===== config.mk =====
export PLATFORM = sky130hd
export DESIGN_NAME = radix_text_to_integer
export DESIGN_NICKNAME = d
export VERILOG_FILES = /design/src/rtl/rtt_pkg.sv /design/src/rtl/rtt_char_decode.sv /design/src/rtl/rtt_accum.sv /design/src/rtl/radix_text_to_integer.sv
export SDC_FILE = /design/constraint.sdc
export NUM_CORES = 1
export LEC_CHECK = 0
export ABC_AREA = 0
export BUFFER_PORTS_ARGS = -buffer_cell sky130_fd_sc_hd__buf_4
export CAP_MARGIN = 20
export CORE_AREA = 3 3 232 325
export DETAILED_ROUTE_END_ITERATION = 8
export DIE_AREA = 0 0 235 328
export PLACE_DENSITY = 0.53
export SLEW_MARGIN = 20
export SYNTH_ARGS = -nofsm -noshare
export SYNTH_HDL_FRONTEND = slang
export SYNTH_HIERARCHICAL = 1
export SYNTH_SLANG_ARGS = --single-unit

===== constraint.sdc =====
create_clock -name clk_i -period 15.7 [get_ports clk_i]
set_clock_uncertainty 0.15 [all_clocks]
set_input_delay 3.14 -clock clk_i [delete_from_list [all_inputs] [get_ports clk_i]]
set_output_delay 3.14 -clock clk_i [all_outputs]
set_load 0.005 [all_outputs]

===== src/rtl/rtt_pkg.sv =====
// Package for the radix text to integer block.
// Holds character codes, radix limits and the decoded-character struct.
// No dependencies.
package rtt_pkg;

  localparam int unsigned ValueW = 64;
  localparam int unsigned CharW  = 8;
  localparam int unsigned DigitW = 6;
  localparam int unsigned RadixW = 6;
  localparam int unsigned DataW  = 32;
  localparam int unsigned AddrW  = 3;

  // Radix register limits and reset value
  localparam logic [RadixW-1:0] RADIX_RESET = 6'd10;
  localparam logic [RadixW-1:0] RADIX_MIN   = 6'd2;
  localparam logic [RadixW-1:0] RADIX_MAX   = 6'd36;

  // Register index of the radix register
  localparam logic REG_RADIX = 1'b0;

  // ASCII codes
  localparam logic [CharW-1:0] CHAR_MINUS   = 8'd45;
  localparam logic [CharW-1:0] CHAR_NUM_LO  = 8'd48;
  localparam logic [CharW-1:0] CHAR_NUM_HI  = 8'd57;
  localparam logic [CharW-1:0] CHAR_UPR_LO  = 8'd65;
  localparam logic [CharW-1:0] CHAR_UPR_HI  = 8'd90;
  localparam logic [CharW-1:0] CHAR_LWR_LO  = 8'd97;
  localparam logic [CharW-1:0] CHAR_LWR_HI  = 8'd122;
  localparam logic [CharW-1:0] OFFS_NUM     = 8'd48;
  localparam logic [CharW-1:0] OFFS_UPR     = 8'd55;
  localparam logic [CharW-1:0] OFFS_LWR     = 8'd87;

  // One decoded character
  typedef struct packed {
    logic              minus;  // character is '-'
    logic              alnum;  // character is 0-9, a-z or A-Z
    logic [DigitW-1:0] digit;  // digit value 0..35 when alnum
  } dec_t;

endpackage


===== src/rtl/rtt_char_decode.sv =====
// Character decoder: maps an ASCII code to a digit value and class flags.
// Depends on rtt_pkg.
module rtt_char_decode (
  input  logic [rtt_pkg::CharW-1:0] char_code_i,
  output rtt_pkg::dec_t             dec_o
);
  import rtt_pkg::*;

  logic              is_num;
  logic              is_upr;
  logic              is_lwr;
  logic [CharW-1:0]  offs;
  logic [CharW-1:0]  diff;

  // Class ranges
  assign is_num = (char_code_i >= CHAR_NUM_LO) && (char_code_i <= CHAR_NUM_HI);
  assign is_upr = (char_code_i >= CHAR_UPR_LO) && (char_code_i <= CHAR_UPR_HI);
  assign is_lwr = (char_code_i >= CHAR_LWR_LO) && (char_code_i <= CHAR_LWR_HI);

  // Offset for the matching class
  always_comb begin
    priority if (is_lwr) begin
      offs = OFFS_LWR;
    end else if (is_upr) begin
      offs = OFFS_UPR;
    end else begin
      offs = OFFS_NUM;
    end
  end

  assign diff = char_code_i - offs;

  assign dec_o.minus = (char_code_i == CHAR_MINUS);
  assign dec_o.alnum = is_num || is_upr || is_lwr;
  assign dec_o.digit = diff[DigitW-1:0];

endmodule


===== src/rtl/rtt_accum.sv =====
// Accumulator stage: string state, multiply-accumulate and result register.
// Depends on rtt_pkg.
module rtt_accum (
  input  logic                       clk_i,
  input  logic                       rst_ni,
  input  logic                       valid_i,
  input  logic                       last_i,
  input  rtt_pkg::dec_t              dec_i,
  input  logic [rtt_pkg::RadixW-1:0] radix_i,
  output logic                       advance_o,
  output logic                       out_valid_o,
  input  logic                       out_ready_i,
  output logic [rtt_pkg::ValueW-1:0] value_o,
  output logic                       bad_digit_o
);
  import rtt_pkg::*;

  logic              first_q;
  logic              neg_q;
  logic              err_q;
  logic [ValueW-1:0] acc_q;
  logic              out_valid_q;
  logic [ValueW-1:0] value_q;
  logic              bad_q;

  logic              take_sign;
  logic              bad_char;
  logic              neg_d;
  logic              err_d;
  logic [ValueW-1:0] prod;
  logic [ValueW-1:0] acc_d;

  // The item moves on unless it is the last and the result slot is full and not read
  assign advance_o = valid_i && (!last_i || !out_valid_q || out_ready_i);

  assign take_sign = first_q && dec_i.minus;
  assign bad_char  = !dec_i.alnum || (radix_i < RADIX_MIN) || (radix_i > RADIX_MAX)
                     || (dec_i.digit >= radix_i);

  // Accumulator holds the signed value: a negative string subtracts digits
  assign prod = acc_q * ValueW'(radix_i);

  always_comb begin
    neg_d = neg_q;
    err_d = err_q;
    acc_d = acc_q;
    if (take_sign) begin
      neg_d = 1'b1;
    end else if (bad_char) begin
      err_d = 1'b1;
    end else if (neg_q) begin
      acc_d = prod - ValueW'(dec_i.digit);
    end else begin
      acc_d = prod + ValueW'(dec_i.digit);
    end
  end

  // String state
  always_ff @(posedge clk_i or negedge rst_ni) begin
    if (!rst_ni) begin
      first_q <= 1'b1;
      neg_q   <= 1'b0;
      err_q   <= 1'b0;
      acc_q   <= '0;
    end else if (advance_o) begin
      first_q <= last_i;
      if (last_i) begin
        neg_q <= 1'b0;
        err_q <= 1'b0;
        acc_q <= '0;
      end else begin
        neg_q <= neg_d;
        err_q <= err_d;
        acc_q <= acc_d;
      end
    end
  end

  // Result register
  always_ff @(posedge clk_i or negedge rst_ni) begin
    if (!rst_ni) begin
      out_valid_q <= 1'b0;
    end else if (advance_o && last_i) begin
      out_valid_q <= 1'b1;
    end else if (out_ready_i) begin
      out_valid_q <= 1'b0;
    end
  end

  always_ff @(posedge clk_i) begin
    if (advance_o && last_i) begin
      value_q <= err_d ? '0 : acc_d;
      bad_q   <= err_d;
    end
  end

  assign out_valid_o = out_valid_q;
  assign value_o     = value_q;
  assign bad_digit_o = bad_q;

endmodule


===== src/rtl/radix_text_to_integer.sv =====
// Radix text to integer, top level.
// Last character: input register, then result register, which drives the outputs.
// Throughput: one character per cycle while results are taken; 64x6 multiply-accumulate sets the path.
// Reset: radix returns to 10, the string state to start of string, no result pending.
// Depends on rtt_pkg, rtt_char_decode, rtt_accum.
module radix_text_to_integer (
  input  logic                        clk_i,
  input  logic                        rst_ni,
  // Configuration port
  input  logic                        psel,
  input  logic                        penable,
  input  logic                        pwrite,
  input  logic [rtt_pkg::AddrW-1:0]   paddr,
  input  logic [rtt_pkg::DataW-1:0]   pwdata,
  output logic [rtt_pkg::DataW-1:0]   prdata,
  output logic                        pready,
  // Character input
  input  logic                        in_valid_i,
  output logic                        in_ready_o,
  input  logic [rtt_pkg::CharW-1:0]   char_code_i,
  input  logic                        is_last_i,
  // Result output
  output logic                        out_valid_o,
  input  logic                        out_ready_i,
  output logic signed [rtt_pkg::ValueW-1:0] value_o,
  output logic                        bad_digit_o
);
  import rtt_pkg::*;

  logic [RadixW-1:0] radix_q;
  logic              in_valid_q;
  logic              last_q;
  dec_t              dec_q;
  dec_t              dec;
  logic              advance;
  logic              in_take;
  logic [ValueW-1:0] value;

  // Radix register
  assign pready = 1'b1;
  assign prdata = (paddr[2] == REG_RADIX) ? DataW'(radix_q) : '0;

  always_ff @(posedge clk_i or negedge rst_ni) begin
    if (!rst_ni) begin
      radix_q <= RADIX_RESET;
    end else if (psel && penable && pwrite && (paddr[2] == REG_RADIX)) begin
      radix_q <= pwdata[RadixW-1:0];
    end
  end

  // Decode ahead of the input register
  rtt_char_decode u_decode (
    .char_code_i (char_code_i),
    .dec_o       (dec)
  );

  // Input register
  assign in_ready_o = !in_valid_q || advance;
  assign in_take    = in_valid_i && in_ready_o;

  always_ff @(posedge clk_i or negedge rst_ni) begin
    if (!rst_ni) begin
      in_valid_q <= 1'b0;
    end else if (in_take) begin
      in_valid_q <= 1'b1;
    end else if (advance) begin
      in_valid_q <= 1'b0;
    end
  end

  always_ff @(posedge clk_i) begin
    if (in_take) begin
      last_q <= is_last_i;
      dec_q  <= dec;
    end
  end

  rtt_accum u_accum (
    .clk_i       (clk_i),
    .rst_ni      (rst_ni),
    .valid_i     (in_valid_q),
    .last_i      (last_q),
    .dec_i       (dec_q),
    .radix_i     (radix_q),
    .advance_o   (advance),
    .out_valid_o (out_valid_o),
    .out_ready_i (out_ready_i),
    .value_o     (value),
    .bad_digit_o (bad_digit_o)
  );

  assign value_o = value;

endmodule


==> impl_results.md <==
- Worst vdd ir: 0.09112 mV
- I/O Buffers: 95
- CP Launch Type: flop
- Worst reg-to-reg setup slack: 6.11 ns
- First-pass GRT wire length: 102700 um
- DRT Pass-1 Iters: 6
- Worst Tran Pin Value: 0.9910 ns
- Post-CTS setup buffers: 0
- Final setup violation count: 0
- Min-Delay Path Depth: 2
- WHS Endpoint: u_accum/first_q$_DFFE_PN1P_
- Netlist cell types: 78
- Gp weighted congestion: 0.8946
- Core Rows: 117
- DR WL/cell: 18.01 um
- Power per cell area: 111.4 nW/um^2
- Fin Setup TNS: 0 ns
- WL final: 63310 um
- Max-cap check violation count: 0
- Largest net degree at the start of global routing: 67
- Number of fill cells in the layout: 7692
- Starting Density: 29.88%
- Post-synth EDFFs: 74
- Tmin final: 9.586 ns
- Initial antenna violation count: 0
- Max incr delay on CP: 1.00 ns
- Drt initial violations: 903
- Mapped Area: 21740 um^2
- Yosys reg bits: 149
- Largest fanout on the critical path: 36
- Footprint of the multi-input gates: 15900 um^2
- Worst Hold Class: flop to flop
- Hold Slack: 0.3622 ns
- Fin crit share: 61.06%
- Required time of the critical path: 15.81 ns
- Post-Place Setup Slack: 6.185 ns
- Register area share after synthesis: 18.87%
- Storage element area: 4108 um^2
- GRT Util Overall: 16.80%
- R2R depth: 29
- Synthesis Warnings: 6
- Status: completed
- Maximum buffer depth of the clock tree: 2
- DRC violations left: 0
- Syn avg cell area: 8.522 um^2
- Post-DP Area: 23190 um^2
- R2R Path Start: radix_q[3]$_DFFE_PN1P_
- Worst r2r dst: u_accum/value_o[58]$_SDFFCE_PN0P_
- Inserted Clock Buffers: 17
- CTS Hold Bufs: 0
- Slew Limit Fails: 0
- Gate Count Post-Synth: 2551
- H-Tree Depth: 4
- Setup ws final: 6.114 ns
- Commonest non-fill, non-tap cell in the layout: nand2_1
- Slowest stage cell on the critical path: dfstp_2
- Vias in the first global route: 18500
- Unrepaired setup endpoints after global routing: no
- Total core area: 72760 um^2
- Leak pwr: 11.12 nW
- Ratio of cells with drive above 1 in the final layout: 7.533%
- Area grow syn2layout: 9.341%
- Via density: 4.987
- Final Core Density: 32.67%
- CP Capture Type: flop
- Hpwl dp: 49360 um
- DIE AREA: 77080 um^2
- CP arrival: 9.70 ns
- Sink Count: 149
- Commonest non-fill, non-tap cells in the layout: nand2_1 (318), inv_1 (304), and2_1 (256), fa_1 (239), a21oi_1 (189)
- CTS resizes: 0
- Nets@finish: 2979
- Grt total ovfl: 0
- Via count: 17533
- Slew headroom: 33.68%
- CTS tree: yes
- CP most frequent cell: o21ai_0
- Crit path kind: flop to flop
- Clock root buffer: clkbuf_16
- Num ports: 151
- Worst min-delay path startpoint: u_accum/first_q$_DFFE_PN1P_
- Die Ht: 328 um
- Max Clock Freq: 0.1043 GHz
- Post-route cell area: 23770 um^2
- Synth Flop Type: edfxtp_1
- Antenna Nets Post-Route: 0
- Async SR Flop Fraction: 50.34%
- Die width: 235 um
- CTS clock-pin slew for the worst setup and hold paths: 0.07 ns
- Skew-Pair Late Insertion Delay: 0.50 ns
- Final Hold Fails: 0
-- how the worst max path moves through the flow --
stage	startpoint	end	slack, ns	cells after the start
after floorplan	radix_q[3]$_DFFE_PN1P_	u_accum/value_o[60]$_SDFFCE_PN0P_	7.82	32
after global placement	radix_q[3]$_DFFE_PN1P_	u_accum/value_o[58]$_SDFFCE_PN0P_	6.26	29
after detailed placement	radix_q[3]$_DFFE_PN1P_	u_accum/value_o[58]$_SDFFCE_PN0P_	6.19	29
after CTS	radix_q[3]$_DFFE_PN1P_	u_accum/value_o[58]$_SDFFCE_PN0P_	6.16	29
after global routing	radix_q[1]$_DFFE_PN1P_	u_accum/value_o[58]$_SDFFCE_PN0P_	5.67	30
final	radix_q[3]$_DFFE_PN1P_	u_accum/value_o[58]$_SDFFCE_PN0P_	6.11	29
-- critical path: cells and delay by family, from the launching register on --
kind | cells | cell delay (ns)
xor+xnor | 2 | 0.38
compound gates | 17 | 4.72
fa+ha+maj | 5 | 2.27
buf+inv | 2 | 0.10
simple gates | 3 | 0.69
flops | 1 | 1.00
-- routing by layer --
| layer | wire, um | track usage (%) | vias up |
|---|---|---|---|
| li1 | - | - | 8363 |
| met1 | 26000 | 19.73 | 8804 |
| met2 | 33850 | 31.66 | 293 |
| met3 | 1963 | 1.822 | 73 |
| met4 | 1500 | 5.606 | 0 |
| met5 | 0 | 0 | - |
-- cells in the mapped netlist, types with 23 or more instances --
library cell,count,area [um^2]
nor2_1,117,439.2
buf_4,28,210.2
clkbuf_1,103,386.6
dfrtp_1,72,1802
edfxtp_1,74,2222
inv_1,305,1145
a21oi_1,190,950.9
xnor2_1,82,718.2
ha_1,140,1752
xor2_1,49,429.2
nand3_1,26,130.1
nand2_1,318,1194
a22o_1,41,359.1
a31oi_1,24,150.1
a21o_1,87,653.1
o21bai_1,26,195.2
and3_1,23,143.9
and2_1,256,1602
o21ai_0,86,430.4
fa_1,239,4785
-- flip-flops by register name, summed over array words and instances (netlist names) --
| register | count |
|---|---|
| u_accum/out_valid_o | 1 |
| dec_q | 8 |
| radix_q | 6 |
| u_accum/first_q | 1 |
| u_accum/bad_digit_o | 1 |
| last_q | 1 |
| u_accum/value_o | 64 |
| u_accum/neg_q | 1 |
| u_accum/acc_q | 64 |
| u_accum/err_q | 1 |
| in_valid_q | 1 |
-- cell families after synthesis --
| group | after synthesis | share of synthesized area [%] |
|---|---|---|
| simple gates | 844 | 19.34 |
| compound gates | 571 | 17.26 |
| buf+inv | 464 | 8.605 |
| fa+ha+maj | 379 | 30.07 |
| flops | 149 | 18.87 |
| xor+xnor | 131 | 5.278 |
| mux | 11 | 0.5410 |
| other cells | 2 | 0.03455 |
-- power breakdown --
| part | internal, mW | leakage (nW) | switching [mW] |
|---|---|---|---|
| clock | 0.223 | 0.285 | 0.203 |
| sequential | 0.466 | 1.73 | 0.112 |
| combinational | 0.590 | 9.10 | 1.05 |
| total | 1.28 | 11.1 | 1.37 |
-- layout make-up --
cell class | instances | share of cell area (%)
antenna | 2 | 0.02106
tap | 952 | 5.011
inverter | 305 | 4.822
clock buffer | 18 | 1.806
clock inverter | 14 | 0.6054
sequential | 149 | 17.28
multi-input combinational | 1963 | 66.88
timing repair buffer | 113 | 3.569
-- per-stage QoR --
stage | total power, mW | instances
floorplan | 1.737 | 2576
CTS | 2.678 | 3514
finish | 2.647 | 3516
detailed placement | 2.236 | 3482
global placement | 2.233 | 3482
global route | 2.895 | 3514
Note: power is estimated with default switching activity, not from simulation.
